<file path="src/design/scp_pkg.sv">
// Shared types, widths and register codes for the skin color plausibility block.
package scp_pkg;

  localparam int CHAN_W     = 8;
  localparam int PCT_W      = 7;
  localparam int CNT_W      = 17;
  localparam int ABN_W      = 19;
  localparam int HIT_W      = 3;
  localparam int CFG_IDX_W  = 3;
  localparam int CFG_DATA_W = 8;

  // Saturation points of the image counters
  localparam logic [CNT_W-1:0] PIX_CAP = 17'd65536;
  localparam logic [ABN_W-1:0] ABN_CAP = 19'd327680;

  // Configuration register indexes
  typedef enum logic [CFG_IDX_W-1:0] {
    CFG_RED_MARGIN     = 3'd0,
    CFG_RATIO_PERCENT  = 3'd1,
    CFG_SATURATE_LEVEL = 3'd2,
    CFG_SPREAD_LIMIT   = 3'd3,
    CFG_BLUE_FLOOR     = 3'd4,
    CFG_BRIGHT_FLOOR   = 3'd5
  } cfg_idx_t;

  typedef struct packed {
    logic [CHAN_W-1:0] red_margin;
    logic [PCT_W-1:0]  ratio_percent;
    logic [CHAN_W-1:0] saturate_level;
    logic [CHAN_W-1:0] spread_limit;
    logic [CHAN_W-1:0] blue_floor;
    logic [CHAN_W-1:0] bright_floor;
  } cfg_t;

  // Per-pixel classification handed to the accumulator
  typedef struct packed {
    logic             reddish;
    logic             bright;
    logic [HIT_W-1:0] hits;
    logic             last;
  } flags_t;

  // Image totals captured on the last pixel
  typedef struct packed {
    logic [CNT_W-1:0] pixels;
    logic [CNT_W-1:0] reddish;
    logic [ABN_W-1:0] abnormal;
    logic [CNT_W-1:0] bright;
  } totals_t;

endpackage

</file>
<file path="src/design/scp_ifs.sv">
// Valid/ready channel interfaces for pixel requests and verdict results.
interface scp_pix_if;
  logic                       valid;
  logic                       ready;
  logic [scp_pkg::CHAN_W-1:0] blue;
  logic [scp_pkg::CHAN_W-1:0] green;
  logic [scp_pkg::CHAN_W-1:0] red;
  logic                       last_pixel;

  modport source (output valid, blue, green, red, last_pixel, input ready);
  modport sink   (input valid, blue, green, red, last_pixel, output ready);
endinterface

interface scp_res_if;
  logic                      valid;
  logic                      ready;
  logic                      is_face;
  logic [scp_pkg::ABN_W-1:0] abnormal_total;
  logic [scp_pkg::CNT_W-1:0] bright_total;
  logic [scp_pkg::CNT_W-1:0] reddish_total;

  modport source (output valid, is_face, abnormal_total, bright_total, reddish_total,
                  input ready);
  modport sink   (input valid, is_face, abnormal_total, bright_total, reddish_total,
                  output ready);
endinterface

</file>
<file path="src/design/skin_color_plausibility.sv">
// Top level: skin color plausibility check over a streamed BGR image.
// Throughput: one pixel request per cycle, sustained while results are taken.
// Path: a last pixel's verdict passes the input register at acceptance, then the
// classification register, the totals snapshot and the output register.
// Input stalls only when a verdict meets a full output register and a full snapshot.
// Reset (synchronous, rst_n low): counters and valid flags clear, config registers take default values.
module skin_color_plausibility (
  input  logic                           clk,
  input  logic                           rst_n,
  input  logic                           cfg_we,
  input  logic [scp_pkg::CFG_IDX_W-1:0]  cfg_index,
  input  logic [scp_pkg::CFG_DATA_W-1:0] cfg_wdata,
  scp_pix_if.sink                        in_chan,
  scp_res_if.source                      out_chan
);
  import scp_pkg::*;

  cfg_t    cfg;
  flags_t  flg;
  totals_t snap;
  logic    flg_valid;
  logic    acc_ready;
  logic    snap_valid;
  logic    snap_ready;

  scp_cfg_regs u_cfg (
    .clk       (clk),
    .rst_n     (rst_n),
    .cfg_we    (cfg_we),
    .cfg_index (cfg_index),
    .cfg_wdata (cfg_wdata),
    .cfg       (cfg)
  );

  scp_classify u_classify (
    .clk       (clk),
    .rst_n     (rst_n),
    .cfg       (cfg),
    .in_chan   (in_chan),
    .acc_ready (acc_ready),
    .flg_valid (flg_valid),
    .flg       (flg)
  );

  scp_accum u_accum (
    .clk        (clk),
    .rst_n      (rst_n),
    .flg_valid  (flg_valid),
    .flg        (flg),
    .acc_ready  (acc_ready),
    .snap_ready (snap_ready),
    .snap_valid (snap_valid),
    .snap       (snap)
  );

  scp_verdict u_verdict (
    .clk        (clk),
    .rst_n      (rst_n),
    .snap_valid (snap_valid),
    .snap       (snap),
    .snap_ready (snap_ready),
    .out_chan   (out_chan)
  );

  // Input backpressure only ever comes from a stalled result
  a_stall_source: assert property (@(posedge clk) disable iff (!rst_n)
    !in_chan.ready |-> (out_chan.valid && !out_chan.ready))
    else $error("input stalled without result backpressure");

  // A face needs at least one reddish pixel
  a_face_reddish: assert property (@(posedge clk) disable iff (!rst_n)
    (out_chan.valid && out_chan.is_face) |-> (out_chan.reddish_total != '0))
    else $error("face verdict with no reddish pixels");

  // A face keeps abnormal and bright counts within half the largest image
  a_face_bounds: assert property (@(posedge clk) disable iff (!rst_n)
    (out_chan.valid && out_chan.is_face) |->
      ((out_chan.abnormal_total <= 19'd32768) && (out_chan.bright_total <= 17'd32768)))
    else $error("face verdict with excessive abnormal or bright counts");

endmodule

</file>
<file path="src/design/scp_cfg_regs.sv">
// Configuration register file with write-only access.
module scp_cfg_regs (
  input  logic                          clk,
  input  logic                          rst_n,
  input  logic                          cfg_we,
  input  logic [scp_pkg::CFG_IDX_W-1:0] cfg_index,
  input  logic [scp_pkg::CFG_DATA_W-1:0] cfg_wdata,
  output scp_pkg::cfg_t                 cfg
);
  import scp_pkg::*;

  cfg_t cfg_r;
  cfg_t cfg_nxt;

  // Index decode; unknown indexes leave everything unchanged
  always_comb begin
    cfg_nxt = cfg_r;
    if (cfg_we) begin
      unique case (cfg_index)
        CFG_RED_MARGIN:     cfg_nxt.red_margin     = cfg_wdata;
        CFG_RATIO_PERCENT:  cfg_nxt.ratio_percent  = cfg_wdata[PCT_W-1:0];
        CFG_SATURATE_LEVEL: cfg_nxt.saturate_level = cfg_wdata;
        CFG_SPREAD_LIMIT:   cfg_nxt.spread_limit   = cfg_wdata;
        CFG_BLUE_FLOOR:     cfg_nxt.blue_floor     = cfg_wdata;
        CFG_BRIGHT_FLOOR:   cfg_nxt.bright_floor   = cfg_wdata;
        default:            cfg_nxt = cfg_r;
      endcase
    end
  end

  always_ff @(posedge clk) begin
    if (!rst_n) begin
      cfg_r.red_margin     <= 8'd60;
      cfg_r.ratio_percent  <= 7'd15;
      cfg_r.saturate_level <= 8'd240;
      cfg_r.spread_limit   <= 8'd5;
      cfg_r.blue_floor     <= 8'd150;
      cfg_r.bright_floor   <= 8'd200;
    end else begin
      cfg_r <= cfg_nxt;
    end
  end

  assign cfg = cfg_r;

endmodule

</file>
<file path="src/design/scp_classify.sv">
// Pixel input register, per-pixel color tests and classification register.
module scp_classify (
  input  logic            clk,
  input  logic            rst_n,
  input  scp_pkg::cfg_t   cfg,
  scp_pix_if.sink         in_chan,
  input  logic            acc_ready,
  output logic            flg_valid,
  output scp_pkg::flags_t flg
);
  import scp_pkg::*;

  // Stage 1: captured pixel
  logic              v1_r;
  logic [CHAN_W-1:0] b_r, g_r, r_r;
  logic              last_r;
  // Stage 2: classification
  logic              v2_r;
  flags_t            flg_r;
  flags_t            flg_nxt;

  logic s2_ready;
  logic s1_move;

  assign s2_ready       = !v2_r || acc_ready;
  assign s1_move        = v1_r && s2_ready;
  assign in_chan.ready  = !v1_r || s2_ready;

  // Scale a channel difference by one hundred (shift-add)
  function automatic logic signed [16:0] times100(input logic signed [9:0] d);
    logic signed [16:0] dx;
    dx = 17'(d);
    return (dx <<< 6) + (dx <<< 5) + (dx <<< 2);
  endfunction

  logic signed [9:0]  d_rg, d_rb, d_gr, d_br;
  logic signed [16:0] d_rg100, d_rb100, d_gr100, d_br100;
  logic [14:0]        r_pct, g_pct, b_pct;
  logic [CHAN_W-1:0]  lo, hi;
  logic               t_strong, t_redblue, t_green, t_sat, t_blue;

  // Color tests: d > floor(c*p/100) is checked as 100*d > c*p
  always_comb begin
    d_rg = $signed({2'b00, r_r}) - $signed({2'b00, g_r});
    d_rb = $signed({2'b00, r_r}) - $signed({2'b00, b_r});
    d_gr = -d_rg;
    d_br = -d_rb;
    d_rg100 = times100(d_rg);
    d_rb100 = times100(d_rb);
    d_gr100 = times100(d_gr);
    d_br100 = times100(d_br);
    r_pct = 15'(r_r) * 15'(cfg.ratio_percent);
    g_pct = 15'(g_r) * 15'(cfg.ratio_percent);
    b_pct = 15'(b_r) * 15'(cfg.ratio_percent);

    t_strong  = (d_rg > $signed({2'b00, cfg.red_margin}))
             && (d_rb > $signed({2'b00, cfg.red_margin}));
    t_redblue = (d_rg100 > $signed({2'b00, r_pct}))
             && (d_rb100 > $signed({2'b00, r_pct})) && (b_r > g_r);
    t_green   = d_gr100 > $signed({2'b00, g_pct});
    t_sat     = (r_r > cfg.saturate_level) && (g_r > cfg.saturate_level)
             && (b_r > cfg.saturate_level);
    t_blue    = (d_br100 > $signed({2'b00, b_pct})) && (b_r > cfg.blue_floor);

    // Channel extremes for the grey test
    lo = (r_r < g_r) ? r_r : g_r;
    lo = (lo < b_r) ? lo : b_r;
    hi = (r_r > g_r) ? r_r : g_r;
    hi = (hi > b_r) ? hi : b_r;

    flg_nxt.reddish = r_r > g_r;
    flg_nxt.bright  = ((hi - lo) < cfg.spread_limit) && (lo > cfg.bright_floor);
    flg_nxt.hits    = HIT_W'(t_strong) + HIT_W'(t_redblue) + HIT_W'(t_green)
                    + HIT_W'(t_sat) + HIT_W'(t_blue);
    flg_nxt.last    = last_r;
  end

  // Valid flags
  always_ff @(posedge clk) begin
    if (!rst_n) begin
      v1_r <= 1'b0;
      v2_r <= 1'b0;
    end else begin
      if (in_chan.ready) v1_r <= in_chan.valid;
      if (s2_ready)      v2_r <= v1_r;
    end
  end

  // Payload registers
  always_ff @(posedge clk) begin
    if (in_chan.valid && in_chan.ready) begin
      b_r    <= in_chan.blue;
      g_r    <= in_chan.green;
      r_r    <= in_chan.red;
      last_r <= in_chan.last_pixel;
    end
    if (s1_move) flg_r <= flg_nxt;
  end

  assign flg_valid = v2_r;
  assign flg       = flg_r;

endmodule

</file>
<file path="src/design/scp_accum.sv">
// Saturating image counters and last-pixel snapshot of the totals.
module scp_accum (
  input  logic             clk,
  input  logic             rst_n,
  input  logic             flg_valid,
  input  scp_pkg::flags_t  flg,
  output logic             acc_ready,
  input  logic             snap_ready,
  output logic             snap_valid,
  output scp_pkg::totals_t snap
);
  import scp_pkg::*;

  logic [CNT_W-1:0] pix_r, red_r, bri_r;
  logic [ABN_W-1:0] abn_r;
  logic             v3_r;
  totals_t          snap_r;
  totals_t          upd;

  logic             take;
  logic [CNT_W:0]   pix_sum, red_sum, bri_sum;
  logic [ABN_W:0]   abn_sum;

  // A last pixel needs the snapshot slot; other pixels are always absorbed
  assign acc_ready = !flg.last || !v3_r || snap_ready;
  assign take      = flg_valid && acc_ready;

  // Saturating increments
  always_comb begin
    pix_sum = {1'b0, pix_r} + (CNT_W+1)'(1);
    red_sum = {1'b0, red_r} + (CNT_W+1)'(flg.reddish);
    bri_sum = {1'b0, bri_r} + (CNT_W+1)'(flg.bright);
    abn_sum = {1'b0, abn_r} + (ABN_W+1)'(flg.hits);
    upd.pixels   = (pix_sum > {1'b0, PIX_CAP}) ? PIX_CAP : pix_sum[CNT_W-1:0];
    upd.reddish  = (red_sum > {1'b0, PIX_CAP}) ? PIX_CAP : red_sum[CNT_W-1:0];
    upd.bright   = (bri_sum > {1'b0, PIX_CAP}) ? PIX_CAP : bri_sum[CNT_W-1:0];
    upd.abnormal = (abn_sum > {1'b0, ABN_CAP}) ? ABN_CAP : abn_sum[ABN_W-1:0];
  end

  // Counters clear after the last pixel of an image
  always_ff @(posedge clk) begin
    if (!rst_n) begin
      pix_r <= '0;
      red_r <= '0;
      bri_r <= '0;
      abn_r <= '0;
      v3_r  <= 1'b0;
    end else begin
      if (take) begin
        if (flg.last) begin
          pix_r <= '0;
          red_r <= '0;
          bri_r <= '0;
          abn_r <= '0;
        end else begin
          pix_r <= upd.pixels;
          red_r <= upd.reddish;
          bri_r <= upd.bright;
          abn_r <= upd.abnormal;
        end
      end
      if (take && flg.last) begin
        v3_r <= 1'b1;
      end else if (snap_ready) begin
        v3_r <= 1'b0;
      end
    end
  end

  always_ff @(posedge clk) begin
    if (take && flg.last) snap_r <= upd;
  end

  assign snap_valid = v3_r;
  assign snap       = snap_r;

endmodule

</file>
<file path="src/design/scp_verdict.sv">
// Face verdict from image totals and the result output register.
module scp_verdict (
  input  logic             clk,
  input  logic             rst_n,
  input  logic             snap_valid,
  input  scp_pkg::totals_t snap,
  output logic             snap_ready,
  scp_res_if.source        out_chan
);
  import scp_pkg::*;

  logic             out_v_r;
  logic             face_r;
  logic [ABN_W-1:0] abn_r;
  logic [CNT_W-1:0] bri_r, red_r;

  logic [CNT_W-1:0] half;
  logic [ABN_W:0]   sum_ab;
  logic [21:0]      sum_x5, n_x4;
  logic [19:0]      red_x5, n_x3;
  logic             face;

  assign snap_ready = !out_v_r || out_chan.ready;

  // Verdict compares, constant multiplies as shift-add
  always_comb begin
    half   = snap.pixels >> 1;
    sum_ab = {1'b0, snap.abnormal} + (ABN_W+1)'(snap.bright);
    sum_x5 = (22'(sum_ab) << 2) + 22'(sum_ab);
    n_x4   = 22'(snap.pixels) << 2;
    red_x5 = (20'(snap.reddish) << 2) + 20'(snap.reddish);
    n_x3   = (20'(snap.pixels) << 1) + 20'(snap.pixels);
    face   = !(snap.abnormal > ABN_W'(half))
          && !(snap.bright > half)
          && !(sum_x5 > n_x4)
          && !(red_x5 < n_x3);
  end

  always_ff @(posedge clk) begin
    if (!rst_n) begin
      out_v_r <= 1'b0;
    end else if (snap_ready) begin
      out_v_r <= snap_valid;
    end
  end

  always_ff @(posedge clk) begin
    if (snap_ready && snap_valid) begin
      face_r <= face;
      abn_r  <= snap.abnormal;
      bri_r  <= snap.bright;
      red_r  <= snap.reddish;
    end
  end

  assign out_chan.valid          = out_v_r;
  assign out_chan.is_face        = face_r;
  assign out_chan.abnormal_total = abn_r;
  assign out_chan.bright_total   = bri_r;
  assign out_chan.reddish_total  = red_r;

endmodule
</file>
<file path="src/flat_wrapper.sv">
// flat-port wrapper written by rule: the top's interface ports become plain ports
module skin_color_plausibility_flat import scp_pkg::*;
  (clk, rst_n, cfg_we, cfg_index, cfg_wdata, in_chan_valid, in_chan_blue, in_chan_green, in_chan_red, in_chan_last_pixel, in_chan_ready, out_chan_valid, out_chan_is_face, out_chan_abnormal_total, out_chan_bright_total, out_chan_reddish_total, out_chan_ready);
  scp_pix_if in_chan_i ();
  scp_res_if out_chan_i ();
  input  logic clk;
  input  logic rst_n;
  input  logic cfg_we;
  input  logic [scp_pkg::CFG_IDX_W-1:0] cfg_index;
  input  logic [scp_pkg::CFG_DATA_W-1:0] cfg_wdata;
  input wire logic [$bits(in_chan_i.valid)-1:0] in_chan_valid;
  input wire logic [$bits(in_chan_i.blue)-1:0] in_chan_blue;
  input wire logic [$bits(in_chan_i.green)-1:0] in_chan_green;
  input wire logic [$bits(in_chan_i.red)-1:0] in_chan_red;
  input wire logic [$bits(in_chan_i.last_pixel)-1:0] in_chan_last_pixel;
  output wire logic [$bits(in_chan_i.ready)-1:0] in_chan_ready;
  output wire logic [$bits(out_chan_i.valid)-1:0] out_chan_valid;
  output wire logic [$bits(out_chan_i.is_face)-1:0] out_chan_is_face;
  output wire logic [$bits(out_chan_i.abnormal_total)-1:0] out_chan_abnormal_total;
  output wire logic [$bits(out_chan_i.bright_total)-1:0] out_chan_bright_total;
  output wire logic [$bits(out_chan_i.reddish_total)-1:0] out_chan_reddish_total;
  input wire logic [$bits(out_chan_i.ready)-1:0] out_chan_ready;
  assign in_chan_i.valid = in_chan_valid;
  assign in_chan_i.blue = in_chan_blue;
  assign in_chan_i.green = in_chan_green;
  assign in_chan_i.red = in_chan_red;
  assign in_chan_i.last_pixel = in_chan_last_pixel;
  assign in_chan_ready = in_chan_i.ready;
  assign out_chan_valid = out_chan_i.valid;
  assign out_chan_is_face = out_chan_i.is_face;
  assign out_chan_abnormal_total = out_chan_i.abnormal_total;
  assign out_chan_bright_total = out_chan_i.bright_total;
  assign out_chan_reddish_total = out_chan_i.reddish_total;
  assign out_chan_i.ready = out_chan_ready;
  skin_color_plausibility u_core (.clk(clk), .rst_n(rst_n), .cfg_we(cfg_we), .cfg_index(cfg_index), .cfg_wdata(cfg_wdata), .in_chan(in_chan_i), .out_chan(out_chan_i));
endmodule
</file>
<file path="config.mk">
export PLATFORM = sky130hd
export DESIGN_NAME = skin_color_plausibility_flat
export DESIGN_NICKNAME = d
export VERILOG_FILES = /design/src/design/scp_pkg.sv /design/src/design/scp_ifs.sv /design/src/design/skin_color_plausibility.sv /design/src/design/scp_cfg_regs.sv /design/src/design/scp_classify.sv /design/src/design/scp_accum.sv /design/src/design/scp_verdict.sv /design/src/flat_wrapper.sv
export SDC_FILE = /design/constraint.sdc
export NUM_CORES = 1
export LEC_CHECK = 0
export ABC_AREA = 1
export BUFFER_PORTS_ARGS = -buffer_cell sky130_fd_sc_hd__buf_2
export CAP_MARGIN = 20
export CORE_MARGIN = 2
export CORE_UTILIZATION = 65
export DETAILED_ROUTE_END_ITERATION = 6
export GPL_TIMING_DRIVEN = 0
export PLACE_DENSITY_LB_ADDON = 0.05
export SLEW_MARGIN = 20
export SYNTH_ARGS = -nofsm -noshare
export SYNTH_HDL_FRONTEND = slang
export SYNTH_SLANG_ARGS = --single-unit
export TNS_END_PERCENT = 10
</file>
<file path="constraint.sdc">
create_clock -name clk -period 18.2 [get_ports clk]
set_input_delay 1.82 -clock clk [delete_from_list [all_inputs] [get_ports clk]]
set_output_delay 1.82 -clock clk [all_outputs]
set_load 0.05 [all_outputs]
</file>
==> results.py <==
metrics = {
    "outcome": {
        "status": "finished, final reports clean",
    },
    "finish": {
        "regArea_sq_mm": 0.00708,
        "multi_input_area_sq_mm": 0.0189,
        "nNetsFinal": 4567,
        "fin_util_pct": 71.4,
        "num_antenna_cells": 0,
        "fillers": 3751,
        "mostFrequentLayoutCells": "nand2_1 (817), inv_1 (700), ha_1 (452), a21oi_1 (321), nor2_1 (224)",
        "drive_gt1_share_pct": 5.29,
        "areaGrowthSynthToFinish_pct": 8.45,
        "final_common_cell": "nand2_1",
    },
    "timing": {
        "tightest_slew_ns": 1.02,
        "fin_skew_ns": 0.0231,
        "hold_viol_final": 0,
        "post-route-period-util_pct": 43.9,
        "setup_viol": 0,
        "slew_violations": 0,
        "fin_crit_ns": 7.99,
        "tns_ns": 0,
        "rsz0062_at_grt": "no",
        "fmax_mhz": 125,
        "max-slew-margin-rel_pct": 31.9,
    },
    "clock_tree": {
        "numCtsBuffers": 34,
        "cts_setup_buffers": 0,
        "clk-insertion-delay-late_ns": 0.55,
        "cts_buffer_depth": 3,
        "cts_hold_buf": 0,
        "cts.sinks": 276,
        "h-tree-depth": 2,
        "cts_root_buffer": "clkbuf_16",
        "cts.clk_slew.worst_paths_ns": 0.06,
        "tritoncts": "yes",
        "cts_resized": 0,
    },
    "detailed_routing": {
        "drt_iter0_drc": 1542,
        "drc": 0,
        "wire_per_inst_microns": 15.9,
        "viasPerCell": 5.48,
        "drt_first_pass_iters": 5,
        "antenna_left": 0,
        "num_vias": 25000,
        "routed_wl_microns": 72600,
    },
    "hold_path": {
        "hp-class": "flip-flop to flip-flop",
        "whs_path_depth": 2,
        "worstHoldStart": "u_core.u_cfg.cfg[21]",
    },
    "pwr": {
        "switching_share_pct": 46.4,
        "power-per-cell-area_mw_per_mm2": 121,
        "clockPowerShare_pct": 17.8,
        "switchingPower_mw": 1.77,
        "comb_power_share_pct": 64.1,
        "ir_drop_mv": 0.110,
        "leakage_nw": 15.8,
        "intPower_mw": 2.05,
        "power_frac_seq_pct": 18.1,
    },
    "floorplan": {
        "rows": 77,
        "core_sq_mm": 0.0441,
        "start_util_pct": 65.8,
        "die_h_microns": 215,
        "die_w_microns": 215,
        "fp.dieArea_sq_mm": 0.0464,
        "io_pins": 97,
    },
    "worst_setup_path": {
        "rr_worst_depth": 31,
        "arrival_ns": 8.28,
        "worstSetupStartpoint": "u_core.u_cfg.cfg[37]",
        "worstSetupStartpointType": "flip-flop",
        "r2r_slack_ns": 10.21,
        "path_class": "flip-flop to flip-flop",
        "r2r-end": "u_core.u_classify.flg[2]",
        "cp.required_ns": 18.50,
        "crit_fanout": 10,
        "crit_path_end_kind": "flip-flop",
        "crit_top_cell": "nand2_1",
        "crit_end": "u_core.u_classify.flg[2]",
        "reg2reg_from": "u_core.u_cfg.cfg[37]",
        "cp_slowest_stage_delay_ns": 0.68,
        "cpMaxStageDelayCell": "clkbuf_1",
    },
    "yosys": {
        "seq_area_frac_synth_pct": 24.4,
        "synthesis.area_sq_mm": 0.0290,
        "syn_inst": 3809,
        "yosys.area.top_type": "ha_1",
        "yosysTopAreaCellShare_pct": 19.5,
        "yosys_warnings": 0,
        "synth-main-ff-cell": "edfxtp_1",
        "avgSynthCellArea_sq_um": 7.63,
        "synth_fp_nets": 4431,
        "ys_top_cells_by_area": "ha_1 (19%), edfxtp_1 (16%), nand2_1 (11%), inv_1 (9.1%), fa_1 (8.9%)",
        "synth_seq_cells": 276,
        "synth-edff-count": 155,
        "ys_types": 54,
        "async_flop_share_pct": 0,
    },
    "global_route": {
        "grt_max_degree": 51,
        "grt_usage_pct": 31.5,
        "grt_pass1_wl_microns": 118000,
        "grt.overflow.total": 0,
        "grt_pass1_vias": 23800,
        "antenna_found_initial": 0,
    },
    "job": {
        "drv_cap": 0,
    },
    "placed_design": {
        "hpwl_microns": 59000,
        "numPortBuffers": 96,
        "gp_congestion": 0.980,
    },
}
through the flow:
step	setup slack, ns	hold WS (ns)	instance area (sq um)	power (mW)	std cells
2_1_floorplan	11.37	0.400	29000	2.62	3809
5_1_grt	9.78	0.492	31500	4.25	4563
4_1_cts	10.24	0.466	31500	3.83	4562
6_report	10.21	0.464	31500	3.82	4563
3_3_place_gp	10.28	0.448	30300	3.09	4497
3_5_place_dp	10.27	0.457	30400	3.13	4500
cells by family (layout without fill, tap and decap cells):
| group | Yosys count | count (layout) | synth area share (%) |
|---|---|---|---|
| AND/OR/NAND/NOR | 1391 | 1391 | 20.2 |
| XOR/XNOR | 186 | 186 | 5.61 |
| flip-flops | 276 | 276 | 24.4 |
| AO/OA/AOI/OAI | 580 | 580 | 11.0 |
| buffers and inverters | 795 | 957 | 10.5 |
| adder cells (fa/ha/maj) | 581 | 581 | 28.4 |
registers in the layout, summed over array words and instances, names as in the netlist, 19 cells and up:
register,flops
u_core.u_cfg.cfg,47
u_core.u_accum.abn_r,19
u_core.u_verdict.out_chan.abnormal_total,19
u_core.u_accum.snap,70
worst min-delay path by stage:
stage,slack [ns],to
2_1_floorplan,0.40,u_core.u_classify.flg[0]
3_3_place_gp,0.45,u_core.u_cfg.cfg[16]
3_5_place_dp,0.46,u_core.u_cfg.cfg[21]
4_1_cts,0.47,u_core.u_cfg.cfg[21]
5_1_grt,0.49,u_core.u_cfg.cfg[5]
6_report,0.46,u_core.u_cfg.cfg[21]
synthesized netlist by cell type, types with 3 or more instances:
library cell  number
nand2_1          817
inv_1            701
ha_1             452
a21oi_1          321
nor2_1           225
nand3_1          172
edfxtp_1         155
o21ai_0          141
xor2_1           134
fa_1             129
dfxtp_1          121
nand4_1           70
clkbuf_1          69
xnor2_1           52
nor3_1            48
o211ai_1          25
o21bai_1          23
a21o_1            15
a31oi_1           10
nand3b_1          10
nor4_1            10
o21ai_1           10
a211oi_1           8
nand2_2            8
clkbuf_2           7
inv_2              6
or2_2              6
and2_1             5
buf_2              5
a21boi_0           4
and3_1             4
buf_6              4
o221ai_1           4
o31ai_1            4
nor3_2             3
nor3b_1            3
o2111ai_1          3
o21a_1             3
power by group through the flow:
stage / Combinational [mW] / Clock (mW) / Sequential, mW
global placement: 2.38 / 0 / 0.704
finish: 2.45 / 0.680 / 0.691
CTS: 2.45 / 0.689 / 0.691
detailed placement: 2.42 / 0 / 0.704
floorplan: 1.92 / 0 / 0.700
global route: 2.85 / 0.714 / 0.692
critical path, delay by kind of cell, from the launching register on:
| family | cells | cell delay (ns) |
|---|---|---|
| AOI/OAI and AO/OA | 1 | 0.07 |
| xor gates and xnor gates | 1 | 0.19 |
| adders and majority gates | 9 | 4.04 |
| buffers and inverters | 5 | 1.18 |
| DFF | 1 | 0.30 |
| and+or+nand+nor | 15 | 1.96 |
area by class of cell:
cell class / count / share of cell area (%)
clock buffers: 40 / 2.90
flip-flops and latches: 276 / 22.5
inverters: 707 / 8.43
repair buffers: 100 / 1.81
plain buffers: 88 / 1.22
well taps: 592 / 2.35
clock inverters: 22 / 0.691
multi-input cells: 2738 / 60.1
metal layers:
| layer | global-route usage (%) | part of all wire [%] | vias up |
|---|---|---|---|
| li1 | - | - | 12700 |
| met1 | 39.5 | 42 | 11400 |
| met2 | 54.3 | 47 | 707 |
| met3 | 3.61 | 5.8 | 183 |
| met4 | 15.4 | 5.4 | 0 |
| met5 | 0 | 0 | - |
Note: power is estimated with default switching activity, not from simulation.
